<file path="src/rtl/pbwt_pkg.sv">
// ----------------------------------------------------------------------------
// pbwt_pkg
// Types and codes shared by the wire tokenizer modules.
// ----------------------------------------------------------------------------
`default_nettype none
package pbwt_pkg;
   typedef enum logic [2:0] {
      PH_KEY     = 3'd0,
      PH_VARINT  = 3'd1,
      PH_LENGTH  = 3'd2,
      PH_PAYLOAD = 3'd3,
      PH_FIXED   = 3'd4,
      PH_ERROR   = 3'd5
   } phase_type;

   localparam logic [2:0] TK_NONE    = 3'd0;
   localparam logic [2:0] TK_KEY     = 3'd1;
   localparam logic [2:0] TK_VARINT  = 3'd2;
   localparam logic [2:0] TK_LENGTH  = 3'd3;
   localparam logic [2:0] TK_PAYLOAD = 3'd4;
   localparam logic [2:0] TK_FIXED   = 3'd5;
   localparam logic [2:0] TK_ERROR   = 3'd6;

   localparam logic [2:0] ERR_NONE     = 3'd0;
   localparam logic [2:0] ERR_OVERFLOW = 3'd1;
   localparam logic [2:0] ERR_FIELD    = 3'd2;
   localparam logic [2:0] ERR_WIRE     = 3'd3;
   localparam logic [2:0] ERR_TRUNC    = 3'd4;

   localparam logic [2:0] WT_VARINT  = 3'd0;
   localparam logic [2:0] WT_FIXED64 = 3'd1;
   localparam logic [2:0] WT_LEN     = 3'd2;
   localparam logic [2:0] WT_FIXED32 = 3'd5;

   typedef struct packed {
      logic [2:0]  token_kind;
      logic [28:0] field_number;
      logic [2:0]  wire_code;
      logic [63:0] value;
      logic [7:0]  data_byte;
      logic        field_end;
      logic [2:0]  error_code;
      logic        message_done;
   } token_type;
endpackage
`default_nettype wire

</file>
<file path="src/rtl/protobuf_wire_tokenizer_top.sv">
// ----------------------------------------------------------------------------
// protobuf_wire_tokenizer_top
// A token is readable from the queue in the cycle after its byte is accepted.
// Throughput: one byte per cycle while the queue is not full; the varint/key decoder is combinational.
// A two-entry token queue decouples the decoder from the result port.
// Reset: synchronous; decoder returns to key phase and the queue empties.
// ----------------------------------------------------------------------------
`default_nettype none
module protobuf_wire_tokenizer_top #(
   parameter logic [28:0] MAX_FIELD_NUMBER = 29'd536870911,
   parameter logic [31:0] MAX_MESSAGE_BYTES = 32'd65535
) (
   input  wire logic        clock,
   input  wire logic        reset,
   input  wire logic        push,
   output logic             full,
   input  wire logic [7:0]  req_in_byte,
   input  wire logic        req_end_of_message,
   output logic             empty,
   input  wire logic        pop,
   output logic [2:0]       rsp_token_kind,
   output logic [28:0]      rsp_field_number,
   output logic [2:0]       rsp_wire_code,
   output logic [63:0]      rsp_value,
   output logic [7:0]       rsp_data_byte,
   output logic             rsp_field_end,
   output logic [2:0]       rsp_error_code,
   output logic             rsp_message_done
);
   pbwt_pkg::token_type token, head;
   logic step;

   assign step = push && !full;

   pbwt_front #(
      .MAX_FIELD_NUMBER (MAX_FIELD_NUMBER),
      .MAX_MESSAGE_BYTES(MAX_MESSAGE_BYTES)
   ) u_front (
      .clock         (clock),
      .reset         (reset),
      .step          (step),
      .in_byte       (req_in_byte),
      .end_of_message(req_end_of_message),
      .token         (token)
   );

   pbwt_queue u_queue (
      .clock    (clock),
      .reset    (reset),
      .push     (step),
      .push_data(token),
      .full     (full),
      .pop      (pop),
      .empty    (empty),
      .head     (head)
   );

   assign rsp_token_kind   = head.token_kind;
   assign rsp_field_number = head.field_number;
   assign rsp_wire_code    = head.wire_code;
   assign rsp_value        = head.value;
   assign rsp_data_byte    = head.data_byte;
   assign rsp_field_end    = head.field_end;
   assign rsp_error_code   = head.error_code;
   assign rsp_message_done = head.message_done;
endmodule
`default_nettype wire

</file>
<file path="src/rtl/pbwt_front.sv">
// ----------------------------------------------------------------------------
// pbwt_front
// Per-byte decode state machine: classifies each byte into one token.
// ----------------------------------------------------------------------------
`default_nettype none
module pbwt_front #(
   parameter logic [28:0] MAX_FIELD_NUMBER = 29'd536870911,
   parameter logic [31:0] MAX_MESSAGE_BYTES = 32'd65535
) (
   input  wire logic                 clock,
   input  wire logic                 reset,
   input  wire logic                 step,
   input  wire logic [7:0]           in_byte,
   input  wire logic                 end_of_message,
   output pbwt_pkg::token_type       token
);
   pbwt_pkg::phase_type phase_ff, phase_in;
   logic [63:0] acc_ff, acc_in;
   logic [3:0]  cnt_ff, cnt_in;
   logic [28:0] field_ff, field_in;
   logic [2:0]  wt_ff, wt_in;
   logic [31:0] rem_ff, rem_in;

   logic        vdone, vovf;
   logic [63:0] vacc;
   logic [60:0] kf;
   logic [2:0]  kwt;
   logic [31:0] left;
   logic [2:0]  tok_kind;
   logic [2:0]  tok_err;

   always_comb begin
      vacc  = acc_ff;
      vovf  = 1'b0;
      vdone = 1'b0;
      if (cnt_ff >= 4'd9) begin
         vovf  = (in_byte[6:1] != 6'd0) || in_byte[7];
         vacc  = acc_ff | {in_byte[0], 63'd0};
         vdone = 1'b1;
      end else begin
         vacc  = acc_ff | ({57'd0, in_byte[6:0]} << (7 * cnt_ff));
         vdone = !in_byte[7];
      end
   end

   assign kf   = vacc[63:3];
   assign kwt  = vacc[2:0];
   assign left = (rem_ff == 32'd0) ? 32'd0 : rem_ff - 32'd1;

   // classify the byte
   always_comb begin
      tok_kind = pbwt_pkg::TK_NONE;
      tok_err  = pbwt_pkg::ERR_NONE;
      case (phase_ff)
         pbwt_pkg::PH_KEY, pbwt_pkg::PH_VARINT, pbwt_pkg::PH_LENGTH: begin
            if (vovf) begin
               tok_kind = pbwt_pkg::TK_ERROR;
               tok_err  = pbwt_pkg::ERR_OVERFLOW;
            end else if (!vdone) begin
               if (end_of_message) begin
                  tok_kind = pbwt_pkg::TK_ERROR;
                  tok_err  = pbwt_pkg::ERR_TRUNC;
               end
            end else if (phase_ff == pbwt_pkg::PH_KEY) begin
               if (kf == 61'd0 || kf > {32'd0, MAX_FIELD_NUMBER}) begin
                  tok_kind = pbwt_pkg::TK_ERROR;
                  tok_err  = pbwt_pkg::ERR_FIELD;
               end else if (!(kwt inside {pbwt_pkg::WT_VARINT, pbwt_pkg::WT_FIXED64,
                                          pbwt_pkg::WT_LEN, pbwt_pkg::WT_FIXED32})) begin
                  tok_kind = pbwt_pkg::TK_ERROR;
                  tok_err  = pbwt_pkg::ERR_WIRE;
               end else if (end_of_message) begin
                  tok_kind = pbwt_pkg::TK_ERROR;
                  tok_err  = pbwt_pkg::ERR_TRUNC;
               end else begin
                  tok_kind = pbwt_pkg::TK_KEY;
               end
            end else if (phase_ff == pbwt_pkg::PH_VARINT) begin
               tok_kind = pbwt_pkg::TK_VARINT;
            end else if (vacc > {32'd0, MAX_MESSAGE_BYTES} ||
                         (end_of_message && vacc != 64'd0)) begin
               tok_kind = pbwt_pkg::TK_ERROR;
               tok_err  = pbwt_pkg::ERR_TRUNC;
            end else begin
               tok_kind = pbwt_pkg::TK_LENGTH;
            end
         end
         pbwt_pkg::PH_PAYLOAD, pbwt_pkg::PH_FIXED: begin
            if (end_of_message && left != 32'd0) begin
               tok_kind = pbwt_pkg::TK_ERROR;
               tok_err  = pbwt_pkg::ERR_TRUNC;
            end else begin
               tok_kind = (phase_ff == pbwt_pkg::PH_PAYLOAD) ?
                          pbwt_pkg::TK_PAYLOAD : pbwt_pkg::TK_FIXED;
            end
         end
         default: begin
         end
      endcase
   end

   // next state
   always_comb begin
      phase_in = phase_ff;
      acc_in   = acc_ff;
      cnt_in   = cnt_ff;
      field_in = field_ff;
      wt_in    = wt_ff;
      rem_in   = rem_ff;
      case (phase_ff)
         pbwt_pkg::PH_ERROR: begin
         end
         pbwt_pkg::PH_KEY, pbwt_pkg::PH_VARINT, pbwt_pkg::PH_LENGTH: begin
            if (tok_kind == pbwt_pkg::TK_ERROR) begin
               phase_in = pbwt_pkg::PH_ERROR;
            end else if (!vdone) begin
               acc_in = vacc;
               cnt_in = cnt_ff + 4'd1;
            end else if (tok_kind == pbwt_pkg::TK_KEY) begin
               cnt_in   = 4'd0;
               field_in = kf[28:0];
               wt_in    = kwt;
               acc_in   = 64'd0;
               if (kwt == pbwt_pkg::WT_VARINT) begin
                  phase_in = pbwt_pkg::PH_VARINT;
               end else if (kwt == pbwt_pkg::WT_LEN) begin
                  phase_in = pbwt_pkg::PH_LENGTH;
               end else begin
                  phase_in = pbwt_pkg::PH_FIXED;
                  rem_in   = (kwt == pbwt_pkg::WT_FIXED64) ? 32'd8 : 32'd4;
               end
            end else if (tok_kind == pbwt_pkg::TK_LENGTH && vacc != 64'd0) begin
               cnt_in   = 4'd0;
               acc_in   = 64'd0;
               phase_in = pbwt_pkg::PH_PAYLOAD;
               rem_in   = vacc[31:0];
            end else begin
               phase_in = pbwt_pkg::PH_KEY;
               acc_in   = 64'd0;
               cnt_in   = 4'd0;
               rem_in   = 32'd0;
            end
         end
         pbwt_pkg::PH_PAYLOAD, pbwt_pkg::PH_FIXED: begin
            if (tok_kind == pbwt_pkg::TK_ERROR) begin
               phase_in = pbwt_pkg::PH_ERROR;
            end else begin
               rem_in = left;
               if (left == 32'd0) begin
                  phase_in = pbwt_pkg::PH_KEY;
                  acc_in   = 64'd0;
                  cnt_in   = 4'd0;
               end
            end
         end
         default: begin
            phase_in = pbwt_pkg::PH_ERROR;
         end
      endcase
      if (end_of_message) begin
         phase_in = pbwt_pkg::PH_KEY;
         acc_in   = 64'd0;
         cnt_in   = 4'd0;
         rem_in   = 32'd0;
         field_in = 29'd0;
         wt_in    = 3'd0;
      end
   end

   // token fields
   always_comb begin
      token              = '0;
      token.token_kind   = tok_kind;
      token.error_code   = tok_err;
      token.message_done = end_of_message;
      case (tok_kind)
         pbwt_pkg::TK_KEY: begin
            token.field_number = kf[28:0];
            token.wire_code    = kwt;
         end
         pbwt_pkg::TK_VARINT: begin
            token.field_number = field_ff;
            token.wire_code    = wt_ff;
            token.value        = vacc;
            token.field_end    = 1'b1;
         end
         pbwt_pkg::TK_LENGTH: begin
            token.field_number = field_ff;
            token.wire_code    = wt_ff;
            token.value        = vacc;
            token.field_end    = (vacc == 64'd0);
         end
         pbwt_pkg::TK_PAYLOAD, pbwt_pkg::TK_FIXED: begin
            token.field_number = field_ff;
            token.wire_code    = wt_ff;
            token.data_byte    = in_byte;
            token.field_end    = (left == 32'd0);
         end
         default: begin
         end
      endcase
   end

   always_ff @(posedge clock) begin
      if (reset) begin
         phase_ff <= pbwt_pkg::PH_KEY;
         acc_ff   <= 64'd0;
         cnt_ff   <= 4'd0;
         field_ff <= 29'd0;
         wt_ff    <= 3'd0;
         rem_ff   <= 32'd0;
      end else if (step) begin
         phase_ff <= phase_in;
         acc_ff   <= acc_in;
         cnt_ff   <= cnt_in;
         field_ff <= field_in;
         wt_ff    <= wt_in;
         rem_ff   <= rem_in;
      end
   end
endmodule
`default_nettype wire

</file>
<file path="src/rtl/pbwt_queue.sv">
// ----------------------------------------------------------------------------
// pbwt_queue
// Two-entry token queue between the decoder and the result port.
// ----------------------------------------------------------------------------
`default_nettype none
module pbwt_queue (
   input  wire logic                 clock,
   input  wire logic                 reset,
   input  wire logic                 push,
   input  wire pbwt_pkg::token_type  push_data,
   output logic                      full,
   input  wire logic                 pop,
   output logic                      empty,
   output pbwt_pkg::token_type       head
);
   pbwt_pkg::token_type mem_ff [2];
   logic       wp_ff, wp_in, rp_ff, rp_in;
   logic [1:0] cnt_ff, cnt_in;
   logic       do_push, do_pop;

   assign full    = (cnt_ff == 2'd2);
   assign empty   = (cnt_ff == 2'd0);
   assign head    = mem_ff[rp_ff];
   assign do_push = push && !full;
   assign do_pop  = pop && !empty;
   assign wp_in   = wp_ff ^ do_push;
   assign rp_in   = rp_ff ^ do_pop;
   assign cnt_in  = cnt_ff + {1'b0, do_push} - {1'b0, do_pop};

   always_ff @(posedge clock) begin
      if (reset) begin
         wp_ff  <= 1'b0;
         rp_ff  <= 1'b0;
         cnt_ff <= 2'd0;
      end else begin
         wp_ff  <= wp_in;
         rp_ff  <= rp_in;
         cnt_ff <= cnt_in;
      end
   end

   always_ff @(posedge clock) begin
      if (do_push) begin
         mem_ff[wp_ff] <= push_data;
      end
   end
endmodule
`default_nettype wire

</file>
<file path="config.mk">
export PLATFORM = sky130hd
export DESIGN_NAME = protobuf_wire_tokenizer_top
export DESIGN_NICKNAME = d
export VERILOG_FILES = /design/src/rtl/pbwt_pkg.sv /design/src/rtl/protobuf_wire_tokenizer_top.sv /design/src/rtl/pbwt_front.sv /design/src/rtl/pbwt_queue.sv
export SDC_FILE = /design/constraint.sdc
export NUM_CORES = 1
export LEC_CHECK = 0
export ABC_CLOCK_PERIOD_IN_PS = 8600
export BUFFER_PORTS_ARGS = -buffer_cell sky130_fd_sc_hd__buf_2
export CORE_MARGIN = 3
export CORE_UTILIZATION = 55
export CTS_CLUSTER_DIAMETER = 150
export DETAILED_ROUTE_END_ITERATION = 10
export GPL_TIMING_DRIVEN = 0
export PLACE_DENSITY = 0.83
export SYNTH_ARGS = -nofsm -noshare
export SYNTH_HDL_FRONTEND = slang
export SYNTH_SLANG_ARGS = --single-unit
</file>
<file path="constraint.sdc">
create_clock -name clock -period 8.6 [get_ports clock]
set_input_delay 0.86 -clock clock [delete_from_list [all_inputs] [get_ports clock]]
set_output_delay 0.86 -clock clock [all_outputs]
set_load 0.01 [all_outputs]
</file>
==> results.toml <==
[floorplan]
num_rows = 62
dieArea_sq_mm = 0.0319
fp.coreArea_sq_mm = 0.0290
die_h_microns = 178
ioPinCount = 127
die_w_microns = 178
initial_utilization = 0.564

[sta]
rsz0062_at_grt = "no"
slew_viol_final = 0
max_freq_mhz = 175
skew_ns = 0.0201
max_slew_margin = 0.216
hold_violations = 0
period_needed_ns = 5.71
fin_crit_sh = 0.664
setup_viol = 0
finalSetupTns_ns = 0
worst_slew_pin_slew_ns = 1.18

[global_routing]
antenna_found_initial = 2
grt_start_max_net_pins = 63
overflow = 0
grt_pass1_wl_mm = 70.0
grt.total_usage = 0.282
grt_pass1_vias = 12505

[worst_setup_path]
crit_arrival_ns = 5.93
crit_path_end_kind = "register"
critPathRequiredTime_ns = 8.82
crit_path_max_fanout = 10
cp-start-kind = "register"
critical_path_class = "reg2reg"

[place]
place_inst = 1963
port_buffers = 124
dp_hpwl_mm = 32.3
place.gp.congestion = 0.963
placedInstanceArea_sq_mm = 0.0175

[clocking]
ctsResizeCount = 0
holdBufCountCts = 0
cts_root_buffer = "clkbuf_16"
tritoncts = "done"
cts_buffers = 38
cts_setup_buffers = 0
clockBufferDepth = 3
cts-htree-levels = 2
clock_latency_ns = 0.53
clkTransAtPathRegs_ns = 0.06
cts_num_sinks = 363

[status]
run_status = "complete, no violations"

[cells_and_area]
final_util = 0.646
final_cell_mix = "edfxtp_1 (224), nor2_1 (174), buf_2 (143)"
final_area_sq_mm = 0.0187
drive_gt1_frac = 0.211
final_cells = 2030
final_common_cell = "edfxtp_1"
fillers = 2195
nets = 1640
diodes = 0
syn_to_final_growth_pct = 14.5

[routing]
first_iter_violations = 1642
drc_errors = 0
vias = 13220
wl_per_cell_microns = 23.1
antenna_left = 0
wl_mm = 46.8
vias_per_cell = 6.51
dr.pass1.iters = 6

[yosys]
synth-seq-area-share = 0.581
synth-edff-count = 224
synthCells = 1453
synthFlopType = "edfxtp_1"
ys_warn_count = 0
syn_avg_cell_area_sq_um = 11.3
async_flop_share = 0
synth.net_count = 1474
synth-seq-cells = 363
ys_types = 82
syn_area_sq_mm = 0.0164

[power_and_ir_drop]
leakage_nw = 6.59
ir_worst_vdd_mv = 0.157
p_total_w = 0.00517
p_per_area_mw_per_mm2 = 276

[worst_hold_path]
hp-class = "reg2reg"

[run]
drv_cap = 0
[sequential cells by signal, summed over array words and instances, names as in the netlist]
register / cells
u_queue.rp_ff: 1
u_front.rem_ff: 32
u_front.phase_ff: 3
u_front.field_ff: 29
u_queue.mem_ff: 224
u_queue.wp_ff: 1
u_front.wt_ff: 3
u_front.acc_ff: 64
u_front.cnt_ff: 4
u_queue.cnt_ff: 2
[layer usage]
| layer | track usage | routed length [microns] | vias up |
|---|---|---|---|
| li1 | - | - | 5874 |
| met4 | 0.0883 | 1320 | 4 |
| met5 | 0 | 38 | - |
| met3 | 0.0583 | 4590 | 113 |
| met2 | 0.456 | 22000 | 764 |
| met1 | 0.385 | 18900 | 6465 |
[cells in the mapped netlist, types with 5 or more instances]
cell type / count / share of area
dfxtp_1: 139 / 0.17
nand4b_1: 6 / 0.0032
o2bb2ai_1: 32 / 0.017
or3_1: 14 / 0.0054
edfxtp_1: 224 / 0.41
a211oi_1: 7 / 0.0032
nand4_1: 31 / 0.012
buf_1: 7 / 0.0016
nand2b_1: 9 / 0.0034
o311ai_0: 11 / 0.0059
o41ai_1: 10 / 0.0054
o21ai_0: 54 / 0.017
buf_4: 8 / 0.0037
o21a_1: 6 / 0.0028
ha_1: 8 / 0.0061
mux2_2: 112 / 0.077
nor3_1: 36 / 0.011
a31oi_1: 19 / 0.0073
nor2_1: 174 / 0.040
o31a_1: 5 / 0.0027
nand2_1: 80 / 0.018
nor2b_1: 5 / 0.0019
o22ai_1: 9 / 0.0034
nor4_1: 21 / 0.0080
o211ai_1: 7 / 0.0032
and3_1: 13 / 0.0050
nand3_1: 12 / 0.0037
clkbuf_1: 82 / 0.019
o31ai_1: 14 / 0.0064
a21oi_1: 99 / 0.030
xnor2_1: 8 / 0.0043
inv_1: 24 / 0.0055
or4_1: 5 / 0.0023
a41oi_1: 48 / 0.026
and2_1: 10 / 0.0038
buf_2: 19 / 0.0058
[cells by family after synthesis]
kind of cell / Yosys count / synth area share
buf+inv: 146 / 0.0382
simple gates: 451 / 0.139
flops: 363 / 0.581
compound gates: 360 / 0.152
xor+xnor: 12 / 0.00642
fa+ha+maj: 8 / 0.00612
mux: 113 / 0.0777
[per-stage QoR]
step	worst slack, ns	hold WS, ns
final	2.89	0.466
after global routing	2.82	0.479
after CTS	3.05	0.466
after detailed placement	3.07	0.446
after global placement	2.76	0.440
after floorplan	4.40	0.425
[layout make-up]
type,count,area [sq um],share of cell area
clock inverter,20,163,0.00868
buffer,119,523,0.0279
timing repair buffer,126,676,0.0361
sequential,363,9510,0.508
multi-input combinational,944,6250,0.334
tap,384,480,0.0256
clock buffer,47,1020,0.0547
inverter,27,101,0.00541
[worst max-delay path, stage by stage (launching register included)]
cell       delay [ns]
dfxtp_1          0.37
inv_1            0.15
ha_1             0.32
or4b_1           0.45
buf_2            0.20
nor4b_2          0.84
xor2_1           0.20
nor4_1           0.51
o2111ai_1        0.27
o2111ai_2        0.43
and2_1           0.19
buf_2            0.19
inv_2            0.10
nand2_1          0.41
clkbuf_1         0.60
nor2_1           0.17
[power by group]
| group | total, W | internal, W | switching [W] | leakage [nW] |
|---|---|---|---|---|
| logic | 0.00147 | 0.000526 | 0.000941 | 2.73 |
| clock network | 0.00157 | 0.000907 | 0.000660 | 0.577 |
| registers | 0.00214 | 0.00208 | 0.0000598 | 3.29 |
| total | 0.00517 | 0.00351 | 0.00166 | 6.59 |
[path summary, 6_finish.rpt]
| check | to | slack [ns] | start | cells after the start |
|---|---|---|---|---|
| worst min-delay path | u_front.field_ff[16]$_SDFFE_PP0P_ | 0.47 | u_front.field_ff[16]$_SDFFE_PP0P_ | 1 |
| worst min register to register | u_front.field_ff[16]$_SDFFE_PP0P_ | 0.47 | u_front.field_ff[16]$_SDFFE_PP0P_ | 1 |
| worst max-delay path | u_queue.mem_ff[1][17]$_DFFE_PP_ | 2.89 | u_front.rem_ff[0]$_SDFFE_PP0P_ | 15 |
| worst max register to register | u_queue.mem_ff[1][17]$_DFFE_PP_ | 2.89 | u_front.rem_ff[0]$_SDFFE_PP0P_ | 15 |
Note: power is estimated with default switching activity, not from simulation.
